[config.mk]
export PLATFORM = sky130hd
export DESIGN_NAME = coap_message_serializer_top
export DESIGN_NICKNAME = d
export VERILOG_FILES = /design/src/coap_ms_pkg.sv /design/src/coap_ms_encoder.sv /design/src/coap_ms_emitter.sv /design/src/coap_message_serializer_top.sv
export VERILOG_INCLUDE_DIRS = /design/src /design/src/src
export SDC_FILE = /design/constraint.sdc
export NUM_CORES = 1
export LEC_CHECK = 0
export BUFFER_PORTS_ARGS = -buffer_cell sky130_fd_sc_hd__buf_4
export CAP_MARGIN = 40
export CELL_PAD_IN_SITES_DETAIL_PLACEMENT = 1
export CELL_PAD_IN_SITES_GLOBAL_PLACEMENT = 1
export CORE_ASPECT_RATIO = 0.75
export CORE_MARGIN = 4
export CORE_UTILIZATION = 47
export DETAILED_ROUTE_END_ITERATION = 7
export PLACE_DENSITY_LB_ADDON = 0.1
export SETUP_SLACK_MARGIN = 0.4
export SYNTH_ARGS = -nofsm -noshare
export SYNTH_HDL_FRONTEND = slang
export SYNTH_HIERARCHICAL = 1
export SYNTH_SLANG_ARGS = --single-unit
export TNS_END_PERCENT = 5
[constraint.sdc]
create_clock -name clk -period 7.51 [get_ports clk]
set_clock_uncertainty 0.1 [all_clocks]
set_input_delay 0.3755 -clock clk [delete_from_list [all_inputs] [get_ports clk]]
set_output_delay 0.3755 -clock clk [all_outputs]
set_load 0.05 [all_outputs]
[src/assert_macros.svh]
// Assertion macros shared by the serializer modules.
`ifndef ASSERT_MACROS_SVH
`define ASSERT_MACROS_SVH

// Same-cycle implication, checked at every rising edge outside reset.
`define ASSERT_IMPL(label, clk, rst_n, ante, cons) \
    label: assert property (@(posedge clk) disable iff (!rst_n) (ante) |-> (cons)) \
        else $error("assertion failed");

// Next-cycle implication, checked at every rising edge outside reset.
`define ASSERT_NEXT(label, clk, rst_n, ante, cons) \
    label: assert property (@(posedge clk) disable iff (!rst_n) (ante) |=> (cons)) \
        else $error("assertion failed");

`endif

[src/coap_ms_pkg.sv]
package coap_ms_pkg;

    localparam int unsigned MAX_TOKEN_BYTES = 8;
    localparam int unsigned MAX_RESULTS     = 5;
    localparam int unsigned CNT_W           = $clog2(MAX_RESULTS + 1);
    localparam int unsigned IDX_W           = $clog2(MAX_RESULTS);
    localparam logic [15:0] CAPACITY_RESET  = 16'd1024;
    localparam logic [7:0]  PAYLOAD_MARKER  = 8'hFF;
    localparam logic [1:0]  COAP_VERSION    = 2'd1;
    localparam logic [15:0] EXT1_BASE       = 16'd13;
    localparam logic [15:0] EXT2_BASE       = 16'd269;

    localparam logic [2:0] OP_START       = 3'd0;
    localparam logic [2:0] OP_TOKEN_BYTE  = 3'd1;
    localparam logic [2:0] OP_OPT_START   = 3'd2;
    localparam logic [2:0] OP_OPT_BYTE    = 3'd3;
    localparam logic [2:0] OP_PAYLOAD     = 3'd4;

    typedef enum logic [2:0] {
        ST_OK        = 3'd0,
        ST_NO_SPACE  = 3'd1,
        ST_EMPTY_MSG = 3'd2,
        ST_OPT_ORDER = 3'd3,
        ST_SEQUENCE  = 3'd4
    } status_t;

    typedef struct packed {
        logic [2:0]  operation;
        logic [1:0]  message_type;
        logic [7:0]  message_code;
        logic [15:0] msg_id;
        logic [3:0]  token_length;
        logic [15:0] option_number;
        logic [15:0] option_length;
        logic [7:0]  data_byte;
    } item_t;

    typedef struct packed {
        logic [MAX_RESULTS-1:0][7:0] bytes;
        logic [CNT_W-1:0]            count;
        logic                        byte_valid;
        status_t                     status;
    } res_set_t;

    // Number of extension bytes that an option delta or length needs.
    function automatic logic [1:0] ext_size(input logic [15:0] v);
        logic [1:0] n;
        if (v >= EXT2_BASE) begin
            n = 2'd2;
        end
        else if (v >= EXT1_BASE) begin
            n = 2'd1;
        end
        else begin
            n = 2'd0;
        end
        return n;
    endfunction

    function automatic logic [3:0] nibble_of(input logic [15:0] v);
        logic [3:0] n;
        if (v >= EXT2_BASE) begin
            n = 4'd14;
        end
        else if (v >= EXT1_BASE) begin
            n = 4'd13;
        end
        else begin
            n = v[3:0];
        end
        return n;
    endfunction

    // Extension bytes in sending order; entry 0 goes out first.
    function automatic logic [1:0][7:0] ext_bytes(input logic [15:0] v);
        logic [1:0][7:0] b;
        logic [15:0]     e2;
        logic [15:0]     e1;
        e2 = v - EXT2_BASE;
        e1 = v - EXT1_BASE;
        b  = '0;
        if (v >= EXT2_BASE) begin
            b[0] = e2[15:8];
            b[1] = e2[7:0];
        end
        else begin
            b[0] = e1[7:0];
        end
        return b;
    endfunction

endpackage

[src/coap_ms_encoder.sv]
`include "assert_macros.svh"

module coap_ms_encoder #(
    parameter int unsigned MAX_TOKEN_BYTES = coap_ms_pkg::MAX_TOKEN_BYTES
) (
    input  logic                  clk,
    input  logic                  rst_n,
    input  logic                  cfg_we,
    input  logic [15:0]           cfg_wdata,
    input  logic                  consume,
    input  coap_ms_pkg::item_t    item,
    output coap_ms_pkg::res_set_t res
);

    logic [15:0] capacity_reg;
    logic [15:0] used_reg,       used_next;
    logic [15:0] prev_num_reg,   prev_num_next;
    logic        marker_reg,     marker_next;
    logic        empty_reg,      empty_next;
    logic        started_reg,    started_next;
    logic [3:0]  token_left_reg, token_left_next;
    logic [15:0] opt_left_reg,   opt_left_next;

    logic [15:0]     room;
    logic [15:0]     delta;
    logic [1:0]      dn;
    logic [1:0]      ln;
    logic [16:0]     need;
    logic [16:0]     hdr_need;
    logic [1:0][7:0] dext;
    logic [1:0][7:0] lext;

    assign room     = (capacity_reg > used_reg) ? (capacity_reg - used_reg) : 16'd0;
    assign delta    = item.option_number - prev_num_reg;
    assign dn       = coap_ms_pkg::ext_size(delta);
    assign ln       = coap_ms_pkg::ext_size(item.option_length);
    assign dext     = coap_ms_pkg::ext_bytes(delta);
    assign lext     = coap_ms_pkg::ext_bytes(item.option_length);
    assign need     = 17'd1 + {15'd0, dn} + {15'd0, ln} + {1'b0, item.option_length};
    assign hdr_need = 17'd4 + {13'd0, item.token_length};

    always_comb
    begin
        used_next       = used_reg;
        prev_num_next   = prev_num_reg;
        marker_next     = marker_reg;
        empty_next      = empty_reg;
        started_next    = started_reg;
        token_left_next = token_left_reg;
        opt_left_next   = opt_left_reg;
        res             = '0;
        res.count       = coap_ms_pkg::CNT_W'(1);
        res.status      = coap_ms_pkg::ST_OK;

        if (item.operation == coap_ms_pkg::OP_START) begin
            used_next       = '0;
            prev_num_next   = '0;
            marker_next     = 1'b0;
            token_left_next = '0;
            opt_left_next   = '0;
            started_next    = 1'b0;
            empty_next      = (item.message_code == 8'd0);
            if (item.token_length > 4'(MAX_TOKEN_BYTES)) begin
                res.status = coap_ms_pkg::ST_SEQUENCE;
            end
            else if ((item.message_code == 8'd0) && (item.token_length != 4'd0)) begin
                res.status = coap_ms_pkg::ST_EMPTY_MSG;
            end
            else if ({1'b0, capacity_reg} < hdr_need) begin
                res.status = coap_ms_pkg::ST_NO_SPACE;
            end
            else begin
                res.byte_valid  = 1'b1;
                res.count       = coap_ms_pkg::CNT_W'(4);
                res.bytes[0]    = {coap_ms_pkg::COAP_VERSION, item.message_type,
                                   item.token_length};
                res.bytes[1]    = item.message_code;
                res.bytes[2]    = item.msg_id[15:8];
                res.bytes[3]    = item.msg_id[7:0];
                used_next       = 16'd4;
                token_left_next = item.token_length;
                started_next    = 1'b1;
            end
        end
        else if (!started_reg) begin
            res.status = coap_ms_pkg::ST_SEQUENCE;
        end
        else begin
            unique case (item.operation)
                coap_ms_pkg::OP_TOKEN_BYTE:
                begin
                    if (token_left_reg == 4'd0) begin
                        res.status = coap_ms_pkg::ST_SEQUENCE;
                    end
                    else begin
                        token_left_next = token_left_reg - 4'd1;
                        if (room == 16'd0) begin
                            res.status = coap_ms_pkg::ST_NO_SPACE;
                        end
                        else begin
                            used_next      = used_reg + 16'd1;
                            res.byte_valid = 1'b1;
                            res.bytes[0]   = item.data_byte;
                        end
                    end
                end
                coap_ms_pkg::OP_OPT_START:
                begin
                    if ((token_left_reg != 4'd0) || (opt_left_reg != 16'd0) || marker_reg) begin
                        res.status = coap_ms_pkg::ST_SEQUENCE;
                    end
                    else if (empty_reg) begin
                        started_next = 1'b0;
                        res.status   = coap_ms_pkg::ST_EMPTY_MSG;
                    end
                    else if (item.option_number < prev_num_reg) begin
                        started_next = 1'b0;
                        res.status   = coap_ms_pkg::ST_OPT_ORDER;
                    end
                    else if (need > {1'b0, room}) begin
                        started_next = 1'b0;
                        res.status   = coap_ms_pkg::ST_NO_SPACE;
                    end
                    else begin
                        res.byte_valid = 1'b1;
                        res.count      = coap_ms_pkg::CNT_W'(3'd1 + {1'b0, dn} + {1'b0, ln});
                        res.bytes[0]   = {coap_ms_pkg::nibble_of(delta),
                                          coap_ms_pkg::nibble_of(item.option_length)};
                        unique case (dn)
                            2'd0:
                            begin
                                res.bytes[1] = lext[0];
                                res.bytes[2] = lext[1];
                            end
                            2'd1:
                            begin
                                res.bytes[1] = dext[0];
                                res.bytes[2] = lext[0];
                                res.bytes[3] = lext[1];
                            end
                            default:
                            begin
                                res.bytes[1] = dext[0];
                                res.bytes[2] = dext[1];
                                res.bytes[3] = lext[0];
                                res.bytes[4] = lext[1];
                            end
                        endcase
                        used_next     = used_reg + 16'(res.count);
                        prev_num_next = item.option_number;
                        opt_left_next = item.option_length;
                    end
                end
                coap_ms_pkg::OP_OPT_BYTE:
                begin
                    if (opt_left_reg == 16'd0) begin
                        res.status = coap_ms_pkg::ST_SEQUENCE;
                    end
                    else begin
                        opt_left_next = opt_left_reg - 16'd1;
                        if (room == 16'd0) begin
                            res.status = coap_ms_pkg::ST_NO_SPACE;
                        end
                        else begin
                            used_next      = used_reg + 16'd1;
                            res.byte_valid = 1'b1;
                            res.bytes[0]   = item.data_byte;
                        end
                    end
                end
                coap_ms_pkg::OP_PAYLOAD:
                begin
                    if ((token_left_reg != 4'd0) || (opt_left_reg != 16'd0)) begin
                        res.status = coap_ms_pkg::ST_SEQUENCE;
                    end
                    else if (!marker_reg) begin
                        if (room < 16'd2) begin
                            res.status = coap_ms_pkg::ST_NO_SPACE;
                        end
                        else begin
                            res.byte_valid = 1'b1;
                            res.count      = coap_ms_pkg::CNT_W'(2);
                            res.bytes[0]   = coap_ms_pkg::PAYLOAD_MARKER;
                            res.bytes[1]   = item.data_byte;
                            used_next      = used_reg + 16'd2;
                            marker_next    = 1'b1;
                        end
                    end
                    else if (room == 16'd0) begin
                        res.status = coap_ms_pkg::ST_NO_SPACE;
                    end
                    else begin
                        used_next      = used_reg + 16'd1;
                        res.byte_valid = 1'b1;
                        res.bytes[0]   = item.data_byte;
                    end
                end
                default:
                begin
                    res.status = coap_ms_pkg::ST_SEQUENCE;
                end
            endcase
        end
    end

    always_ff @(posedge clk or negedge rst_n)
    begin
        if (!rst_n) begin
            capacity_reg   <= coap_ms_pkg::CAPACITY_RESET;
            used_reg       <= '0;
            prev_num_reg   <= '0;
            marker_reg     <= 1'b0;
            empty_reg      <= 1'b0;
            started_reg    <= 1'b0;
            token_left_reg <= '0;
            opt_left_reg   <= '0;
        end
        else begin
            if (cfg_we) begin
                capacity_reg <= cfg_wdata;
            end
            if (consume) begin
                used_reg       <= used_next;
                prev_num_reg   <= prev_num_next;
                marker_reg     <= marker_next;
                empty_reg      <= empty_next;
                started_reg    <= started_next;
                token_left_reg <= token_left_next;
                opt_left_reg   <= opt_left_next;
            end
        end
    end

    // A header that was sent leaves a started message with exactly four bytes counted.
    `ASSERT_NEXT(a_start_header, clk, rst_n,
        consume && (item.operation == coap_ms_pkg::OP_START) && res.byte_valid,
        started_reg && (used_reg == 16'd4))

    // Every failure other than a start leaves the used byte count and the previous option number unchanged.
    `ASSERT_NEXT(a_fail_no_bytes, clk, rst_n,
        consume && !res.byte_valid && (item.operation != coap_ms_pkg::OP_START),
        $stable(used_reg) && $stable(prev_num_reg))

endmodule

[src/coap_ms_emitter.sv]
`include "assert_macros.svh"

module coap_ms_emitter (
    input  logic                  clk,
    input  logic                  rst_n,
    input  logic                  load,
    input  coap_ms_pkg::res_set_t set_in,
    output logic                  set_free,
    output logic                  m_tvalid,
    input  logic                  m_tready,
    output logic [7:0]            m_tdata,
    output logic                  m_tlast,
    output logic [3:0]            m_tuser
);

    coap_ms_pkg::res_set_t               set_reg;
    logic                                set_valid_reg;
    logic [coap_ms_pkg::IDX_W-1:0]       idx_reg;
    logic [coap_ms_pkg::CNT_W-1:0]       last_idx;

    assign last_idx = set_reg.count - coap_ms_pkg::CNT_W'(1);
    assign m_tvalid = set_valid_reg;
    assign m_tdata  = set_reg.bytes[idx_reg];
    assign m_tlast  = (coap_ms_pkg::CNT_W'(idx_reg) == last_idx);
    assign m_tuser  = {set_reg.status, set_reg.byte_valid};
    assign set_free = !set_valid_reg || (m_tready && m_tlast);

    always_ff @(posedge clk)
    begin
        if (load) begin
            set_reg <= set_in;
        end
    end

    always_ff @(posedge clk or negedge rst_n)
    begin
        if (!rst_n) begin
            set_valid_reg <= 1'b0;
            idx_reg       <= '0;
        end
        else if (load) begin
            set_valid_reg <= 1'b1;
            idx_reg       <= '0;
        end
        else if (set_valid_reg && m_tready) begin
            if (m_tlast) begin
                set_valid_reg <= 1'b0;
            end
            else begin
                idx_reg <= idx_reg + coap_ms_pkg::IDX_W'(1);
            end
        end
    end

    // A failure result stands alone and always carries a non-ok status.
    `ASSERT_IMPL(a_fail_single, clk, rst_n,
        set_valid_reg && !set_reg.byte_valid,
        (set_reg.count == coap_ms_pkg::CNT_W'(1)) && (set_reg.status != coap_ms_pkg::ST_OK))

    // The final transaction of a set empties the stage unless a new set is loaded.
    `ASSERT_NEXT(a_last_drains, clk, rst_n,
        set_valid_reg && m_tready && m_tlast && !load,
        !set_valid_reg)

endmodule

[src/coap_message_serializer_top.sv]
// CoAP message serializer.
// Items enter on the slave stream (s_tvalid, s_tready, s_tdata, s_tuser); s_tuser
// carries the operation and s_tdata the remaining item fields. Each item produces
// one to five result transactions on the master stream; m_tlast marks the final
// result of an item, m_tuser carries the byte valid flag and the status.
// The user must write the message capacity through cfg_we and cfg_wdata only while the
// block is idle; the block itself does not enforce this. An accepted item is held in
// an input register, encoded combinationally and its result set is loaded into the
// output stage, which hands out one byte per cycle while m_tready is high. An item
// produces one result for token, option data and most payload bytes, two for the
// first payload byte, four for a message header and up to five for an option
// header, so single-byte items stream at one per cycle while m_tready is high.
// Reset clears the message state, empties both stages and restores the capacity
// of 1024 bytes. When the receiver stalls, the output stage holds its byte and the
// input register still takes one further item, after which s_tready falls.
module coap_message_serializer_top #(
    parameter int unsigned MAX_TOKEN_BYTES = coap_ms_pkg::MAX_TOKEN_BYTES
) (
    input  logic        clk,
    input  logic        rst_n,
    input  logic        cfg_we,
    input  logic [15:0] cfg_wdata,
    input  logic        s_tvalid,
    output logic        s_tready,
    // message_type, message_code, msg_id, token_length, option_number,
    // option_length, data_byte, then two unused bits.
    input  logic [71:0] s_tdata,
    // operation.
    input  logic [2:0]  s_tuser,
    output logic        m_tvalid,
    input  logic        m_tready,
    // out_byte.
    output logic [7:0]  m_tdata,
    output logic        m_tlast,
    // byte_valid, status.
    output logic [3:0]  m_tuser
);

    logic                  in_valid_reg;
    coap_ms_pkg::item_t    in_item_reg;
    coap_ms_pkg::res_set_t res;
    logic                  set_free;
    logic                  consume;

    // The held item moves on whenever the output stage can take its result set.
    assign consume  = in_valid_reg && set_free;
    assign s_tready = !in_valid_reg || set_free;

    always_ff @(posedge clk)
    begin
        if (s_tvalid && s_tready) begin
            in_item_reg.operation     <= s_tuser;
            in_item_reg.message_type  <= s_tdata[1:0];
            in_item_reg.message_code  <= s_tdata[9:2];
            in_item_reg.msg_id        <= s_tdata[25:10];
            in_item_reg.token_length  <= s_tdata[29:26];
            in_item_reg.option_number <= s_tdata[45:30];
            in_item_reg.option_length <= s_tdata[61:46];
            in_item_reg.data_byte     <= s_tdata[69:62];
        end
    end

    always_ff @(posedge clk or negedge rst_n)
    begin
        if (!rst_n) begin
            in_valid_reg <= 1'b0;
        end
        else if (s_tvalid && s_tready) begin
            in_valid_reg <= 1'b1;
        end
        else if (consume) begin
            in_valid_reg <= 1'b0;
        end
    end

    coap_ms_encoder #(
        .MAX_TOKEN_BYTES (MAX_TOKEN_BYTES)
    ) u_encoder (
        .clk       (clk),
        .rst_n     (rst_n),
        .cfg_we    (cfg_we),
        .cfg_wdata (cfg_wdata),
        .consume   (consume),
        .item      (in_item_reg),
        .res       (res)
    );

    coap_ms_emitter u_emitter (
        .clk      (clk),
        .rst_n    (rst_n),
        .load     (consume),
        .set_in   (res),
        .set_free (set_free),
        .m_tvalid (m_tvalid),
        .m_tready (m_tready),
        .m_tdata  (m_tdata),
        .m_tlast  (m_tlast),
        .m_tuser  (m_tuser)
    );

endmodule

# --- Word level (Yosys, flattened, before mapping) ---
# Index checks and enable logic that the tools add are counted.
totals:
  inputBits: 96
  reg_bits: 196
  wordCells: 237
  out_inout_bits: 15
op_classes:
  n_eq_ne: 21
  mux: 119
  n_bitwise: 2
  magnitude_cmp: 11
  addsub: 19
  reduce_logical: 38
ops:
  columns: ["operator", "n"]
  rows:
  - ["16-bit two-way mux", 30]
  - ["36-bit two-way mux", 8]
  - ["8-bit two-way mux", 10]
  - ["16-bit case mux with 2 select lines", 2]
  - ["16-bit case mux with 4 select lines", 1]
  - ["4-bit two-way mux", 12]
  - ["3-bit two-way mux", 14]
  - ["20-bit two-way mux", 2]
  - ["39-bit two-way mux", 1]
  - ["16-bit by 4-bit greater-or-equal comparator with 1-bit output (second input constant)", 2]
  - ["16-bit by 9-bit greater-or-equal comparator with 1-bit output (second input constant)", 2]
  - ["16-bit logical NOT", 2]
  - ["8-bit case mux with 2 select lines", 2]
  - ["8-bit case mux with 4 select lines", 1]
  - ["16-bit subtractor", 2]
  - ["16-bit by 9-bit subtractor with 16-bit output (second input constant)", 2]
  - ["1-bit two-way mux", 30]
  - ["8-bit binary-select mux with 3-bit select", 1]
  - ["3-bit by 2-bit != test with 1-bit output (second input constant)", 6]
  - ["17-bit by 16-bit adder with 17-bit output", 1]
  - ["17-bit by 2-bit adder with 17-bit output", 1]
  - ["17-bit by 16-bit > comparator with 1-bit output", 1]
  - ["16-bit by 17-bit less-than comparator with 1-bit output", 1]
  - ["16-bit by 1-bit adder with 16-bit output (second input constant)", 1]
  - ["47 further kinds", 75]

# --- Logic depth before layout (Yosys ltp) ---
logic_depth:
  depth_word: 15
  mapped_depth: 35

# --- Cells and area by module ---
# Netlist, hierarchy kept.
modules_own_cells:
  columns: ["mod", "n_inst", "cells_per_inst", "seq_area_each_um2", "area_per_inst_um2"]
  rows:
  - ["coap_ms_encoder", 1, 1293, 1778.0, 9323.9]
  - ["coap_message_serializer_top", 1, 78, 2217.1, 2252.2]
  - ["coap_ms_emitter", 1, 117, 1511.4, 2072.0]

# --- Worst setup path before layout ---
# No wires, ideal clock.
synth_timing:
  path_type: "register to register"
  from: "register in_item_reg[24] (netlist bit)"
  to: "register u_emitter/set_reg[31] (netlist bit), data pin"
  slack_ns: 0.586
  stages_incl_launch_ff: 31
  arrival_time_ns: 6.654
  required_time_ns: 7.240
  n_path_buf: 2
  setup_time_ns: 0.170
  cell_sequence: "edfxtp_1 > inv_1 > ha_1 > inv_1 > fa_1 > a21o_1 > and4_1 > o21a_1 > a221oi_1 > mux2i_1 > a21oi_2 > nand4_1 > fa_1 > inv_1 > fa_1 > nor2b_1 > o2111a_1 > and2_1 > nand4_1 > xnor2_1 > ha_1 > nand4_1 > nor3_1 > a2111oi_0 > a21oi_1 > nor4_1 > buf_2 > and3_1 > clkbuf_1 > nand3_1 > o31ai_1"
synth_rtl:
  columns: ["element", "line_no", "text"]
  rows:
  - ["start, declared", "coap_message_serializer_top.sv:40", "coap_ms_pkg::item_t in_item_reg;"]
  - ["end signal, assigned", "coap_ms_emitter.sv:31", "set_reg <= set_in;"]
  - ["end, declared", "coap_ms_emitter.sv:16", "coap_ms_pkg::res_set_t set_reg;"]

# --- Final worst setup path ---
layout_timing:
  from: "register in_item_reg[24] (netlist bit)"
  to: "register u_encoder.opt_left_reg[12]"
layout_via:
  elab_chain_cells: 10
layout_lines:
  columns: ["element", "line_no", "text"]
  rows:
  - ["16-bit subtractor", "coap_ms_encoder.sv:34", "assign delta = item.option_number - prev_num_reg;"]
  - ["16-bit by 4-bit greater-or-equal comparator with 1-bit output", "coap_ms_pkg.sv:51", "else if (v >= EXT1_BASE) begin"]
  - ["1-bit two-way mux", "coap_ms_pkg.sv:51", null]
  - ["2-bit two-way mux", "coap_ms_pkg.sv:48", "if (v >= EXT2_BASE) begin"]
  - ["1-bit by 2-bit adder with 3-bit output", "coap_ms_encoder.sv:39", "assign need = 17'd1 + {15'd0, dn} + {15'd0, ln} + {1'b0, item.option_length};"]
  - ["17-bit by 2-bit adder with 17-bit output", "coap_ms_encoder.sv:39", null]
  - ["17-bit by 16-bit adder with 17-bit output", "coap_ms_encoder.sv:39", null]
  - ["17-bit by 16-bit > comparator with 1-bit output", "coap_ms_encoder.sv:120", "else if (need > {1'b0, room}) begin"]
  - ["3-bit by 2-bit != test with 1-bit output (no source line)", null, null]
  - ["8-bit AND reduction (no source line) *", null, null]
  - ["end signal, assigned", "coap_ms_encoder.sv:229", "opt_left_reg <= opt_left_next;"]
  - ["end, declared", "coap_ms_encoder.sv:22", "logic [15:0] opt_left_reg, opt_left_next;"]
# Mark *: on every way between the ends. The rest lies on a longest branch, timed or not.
# A chain may end at the register's enable or synchronous reset.

==> metrics <==
Mapped Avg Cell Area a little over 9 um2; area leader, netlist edfxtp_1; Hold WS about 0.023 ns; largest net degree at the start of global routing ~60; final period utilization between 90% and 100%; Min-Delay Endpoint u_encoder/capacity_reg[2]$_DFFE_PN0P_; Synth Register Bits about 200; die span in y between 150 and 200 um; HP Class input port to register; slew at the pin closest to its max-slew limit slightly above 0.9 ns; Mapped Area roughly 14,000 um2; CTS tree yes; CP endpoint kind register; Max-Cap Viols 0; top post-synthesis cells by area edfxtp_1, dfrtp_1, ha_1, nand2_1, o21ai_0; Syn Nets between 1,500 and 2,000; Skew-Pair Late Insertion Delay around 0.48 ns; vias in the first global route between 10,000 and 15,000; Seq. cell area around 5500 um2; minimum clock period 7.174 ns; Critical R2R Capture u_encoder/opt_left_reg[12]$_DFFE_PN0P_; Pleak 6.820 nW; Synthesis Warnings 6; Num CTS Buffers 17; critical path required time 7.80 ns; width of the die slightly above 200 um; Antenna Violating Nets Remaining 0; Power Density approximately 390 nW/um2; Worst path top cell family by delay simple AND/OR/NAND/NOR gates; row cnt 53; slowest stage delay, CP 0.52 ns; fraction of registers with async set or reset after synthesis between 30% and 40%; # fillers between 3,000 and 4,000; # nets final approximately 1,900; Hold Crit Start cfg_wdata[2]; Multi-input gate area 7707 um2; remaining global-route overflow 0; initial antenna violation count 0; Crit path top cell by count buf_4; final hold violation count 0; WP depth 34; core area between 20,000 and 30,000 um2; startpoint type of the worst setup path register; H-tree Lvls 4; max reg flops 73; # setup viols final 0; WHS Path Cells 2; drt initial violations between 1,000 and 1,500; Worst R2R Path Depth 34; number of enable flip-flop cells after synthesis 120; FF-to-FF Start in_item_reg[24]$_DFFE_PP_; Wirelength per Cell roughly 24 um; # clock sinks roughly 200; sequential share of the synthesized area 40.35%; Synth Instances 1,488; Placer Congestion 0.9180; peak supply drop ~0.00023 V; slowest CP cell fa_1; Post-route DRC 0; crit path DAT between 7 and 8 ns; Vias 12,920; Crit Path Category register to register; Slew HR around two fifths; final WL around 50 mm; GRT Overall Usage a little under a third; CP max FO 7; clk root buf clkbuf_16; max-slew violations 0; outcome completed; DP HPWL approximately 34 mm; Synth top area share 26.40%; die footprint 31,860 um2; initial core utilization 48.20%; Register-to-Register Setup Slack roughly 0.34 ns; Area Overhead vs Synth 23.03%; synth cell count leaders nand2_1, edfxtp_1, nor2_1, o21ai_0, a21oi_1; Inserted Diodes 0; top_reg_cell synth edfxtp_1; CP Buf/Inv Count 7; Pre-antenna DRT Iters 5; Max Buffers Root-to-Sink 2; setup TNS 0 ns; Via density 6.213; first-pass GRT wire length 74.99 mm; RSZ-0062 raised after global routing yes; Worst-path clk slew roughly 0.090 ns; IO buf count between 100 and 150; layout cells sized above 1 19.48%; count leader, synth nand2_1; post-synth cell types 95; Ports approximately 110; Max Freq 139.4 MHz
==> cells by family (layout without fill, tap and decap cells) <==
kind of cell	after synthesis	count (layout)	share of synthesized area, %
XOR/XNOR	70	70	4.648
flip-flops	196	196	40.35
multiplexers	32	32	3.254
AO/OA/AOI/OAI	441	441	20.76
buffers and inverters	168	373	5.115
adder cells (fa/ha/maj)	79	79	7.572
AND/OR/NAND/NOR	502	503	18.30
==> metal layers <==
layer  routed length [um]  part of all wire, %  vias to the layer above  global-route usage, %
met5                    0                    0                        -                      0
met4                  886                  1.8                        0                  7.175
met3                 4264                  8.6                       85                  7.731
met2                22270                   45                      550                  46.81
met1                22310                   45                     6429                  43.73
li1                     -                    -                     5853                      -
==> worst max-delay path by stage <==
stage                              startpoint                                     end  slack (ns)
global placement    in_item_reg[24]$_DFFE_PP_  u_encoder/opt_left_reg[12]$_DFFE_PN0P_        0.08
CTS                 in_item_reg[24]$_DFFE_PP_   u_encoder/opt_left_reg[0]$_DFFE_PN0P_        0.35
global route        in_item_reg[24]$_DFFE_PP_   u_encoder/opt_left_reg[0]$_DFFE_PN0P_       -0.03
finish              in_item_reg[24]$_DFFE_PP_  u_encoder/opt_left_reg[12]$_DFFE_PN0P_        0.34
detailed placement  in_item_reg[24]$_DFFE_PP_  u_encoder/opt_left_reg[12]$_DFFE_PN0P_       -0.12
floorplan           in_item_reg[24]$_DFFE_PP_         u_emitter/set_reg[31]$_DFFE_PP_        0.59
==> worst register-to-register path: cells and delay by family, from the launching register on <==
| family | cells | cell delay (ns) |
|---|---|---|
| fa+ha+maj | 5 | 1.74 |
| xor+xnor | 1 | 0.07 |
| simple gates | 12 | 2.21 |
| flops | 1 | 0.41 |
| compound gates | 9 | 1.62 |
| buf+inv | 7 | 0.96 |
==> stage by stage <==
step | power, W | setup WS, ns | utilization [%] | instances | cell area, um2
after floorplan | 0.004091 | 0.5863 | - | 1488 | 13650
final | 0.006494 | 0.3365 | 59.30 | 2079 | 16790
after global placement | 0.005081 | 0.07996 | 52.85 | 1950 | 14970
after global routing | 0.006868 | -0.03268 | 59.30 | 2079 | 16790
after CTS | 0.006294 | 0.3528 | 58.30 | 2066 | 16510
after detailed placement | 0.005224 | -0.1169 | 53.00 | 1953 | 15010
==> where the power goes <==
group          switching [W]  internal (W)
clock               0.000490      0.000445
combinational        0.00232       0.00138
sequential          0.000316       0.00153
==> area by class of cell <==
type / count / area share, %
Clock buffer: 17 / 2.534
Clock inverter: 15 / 0.9911
Inverter: 89 / 1.990
Multi-Input combinational cell: 1125 / 45.90
Sequential cell: 196 / 32.79
Tap cell: 385 / 2.869
Timing Repair Buffer: 252 / 12.92
==> what timing repair did <==
| item | CTS | global route |
|---|---|---|
| cloned | 1 | 3 |
| resized for setup | 28 | 39 |
| setup buffers | 6 | 10 |
| hold endpoints to repair | 89 | 0 |
| pin swaps | 13 | 27 |
| hold buffers | 74 | 0 |
| endpoints found under the setup margin | 89 | 96 |
==> cells in the final DEF, fill, tap and decap left out, types with 7 or more instances in the layout <==
cell,netlist,layout
buf_4,5,171
nand2_1,146,144
edfxtp_1,120,120
nor2_1,117,113
o21ai_0,100,95
a21oi_1,98,95
inv_1,87,84
dfrtp_1,75,75
dlygate4sd3_1,0,74
ha_1,73,71
nand3_1,53,51
o21ai_1,46,45
xnor2_1,40,39
nor3_1,43,38
xor2_1,28,28
a21o_1,26,26
clkbuf_16,0,20
a22oi_1,20,20
nand4_1,18,18
and3_1,17,16
mux2_2,15,15
nand2b_1,13,13
a211oi_1,14,13
or2_2,13,13
a31oi_1,11,11
o211ai_1,11,11
nor2b_1,11,10
o21a_1,10,10
nor4_1,11,9
or3_1,10,9
and2_1,11,9
mux4_2,8,8
mux2i_1,8,8
o22ai_1,8,8
o31ai_1,9,8
a211o_1,7,7
Power figures use the tool's default switching activity.
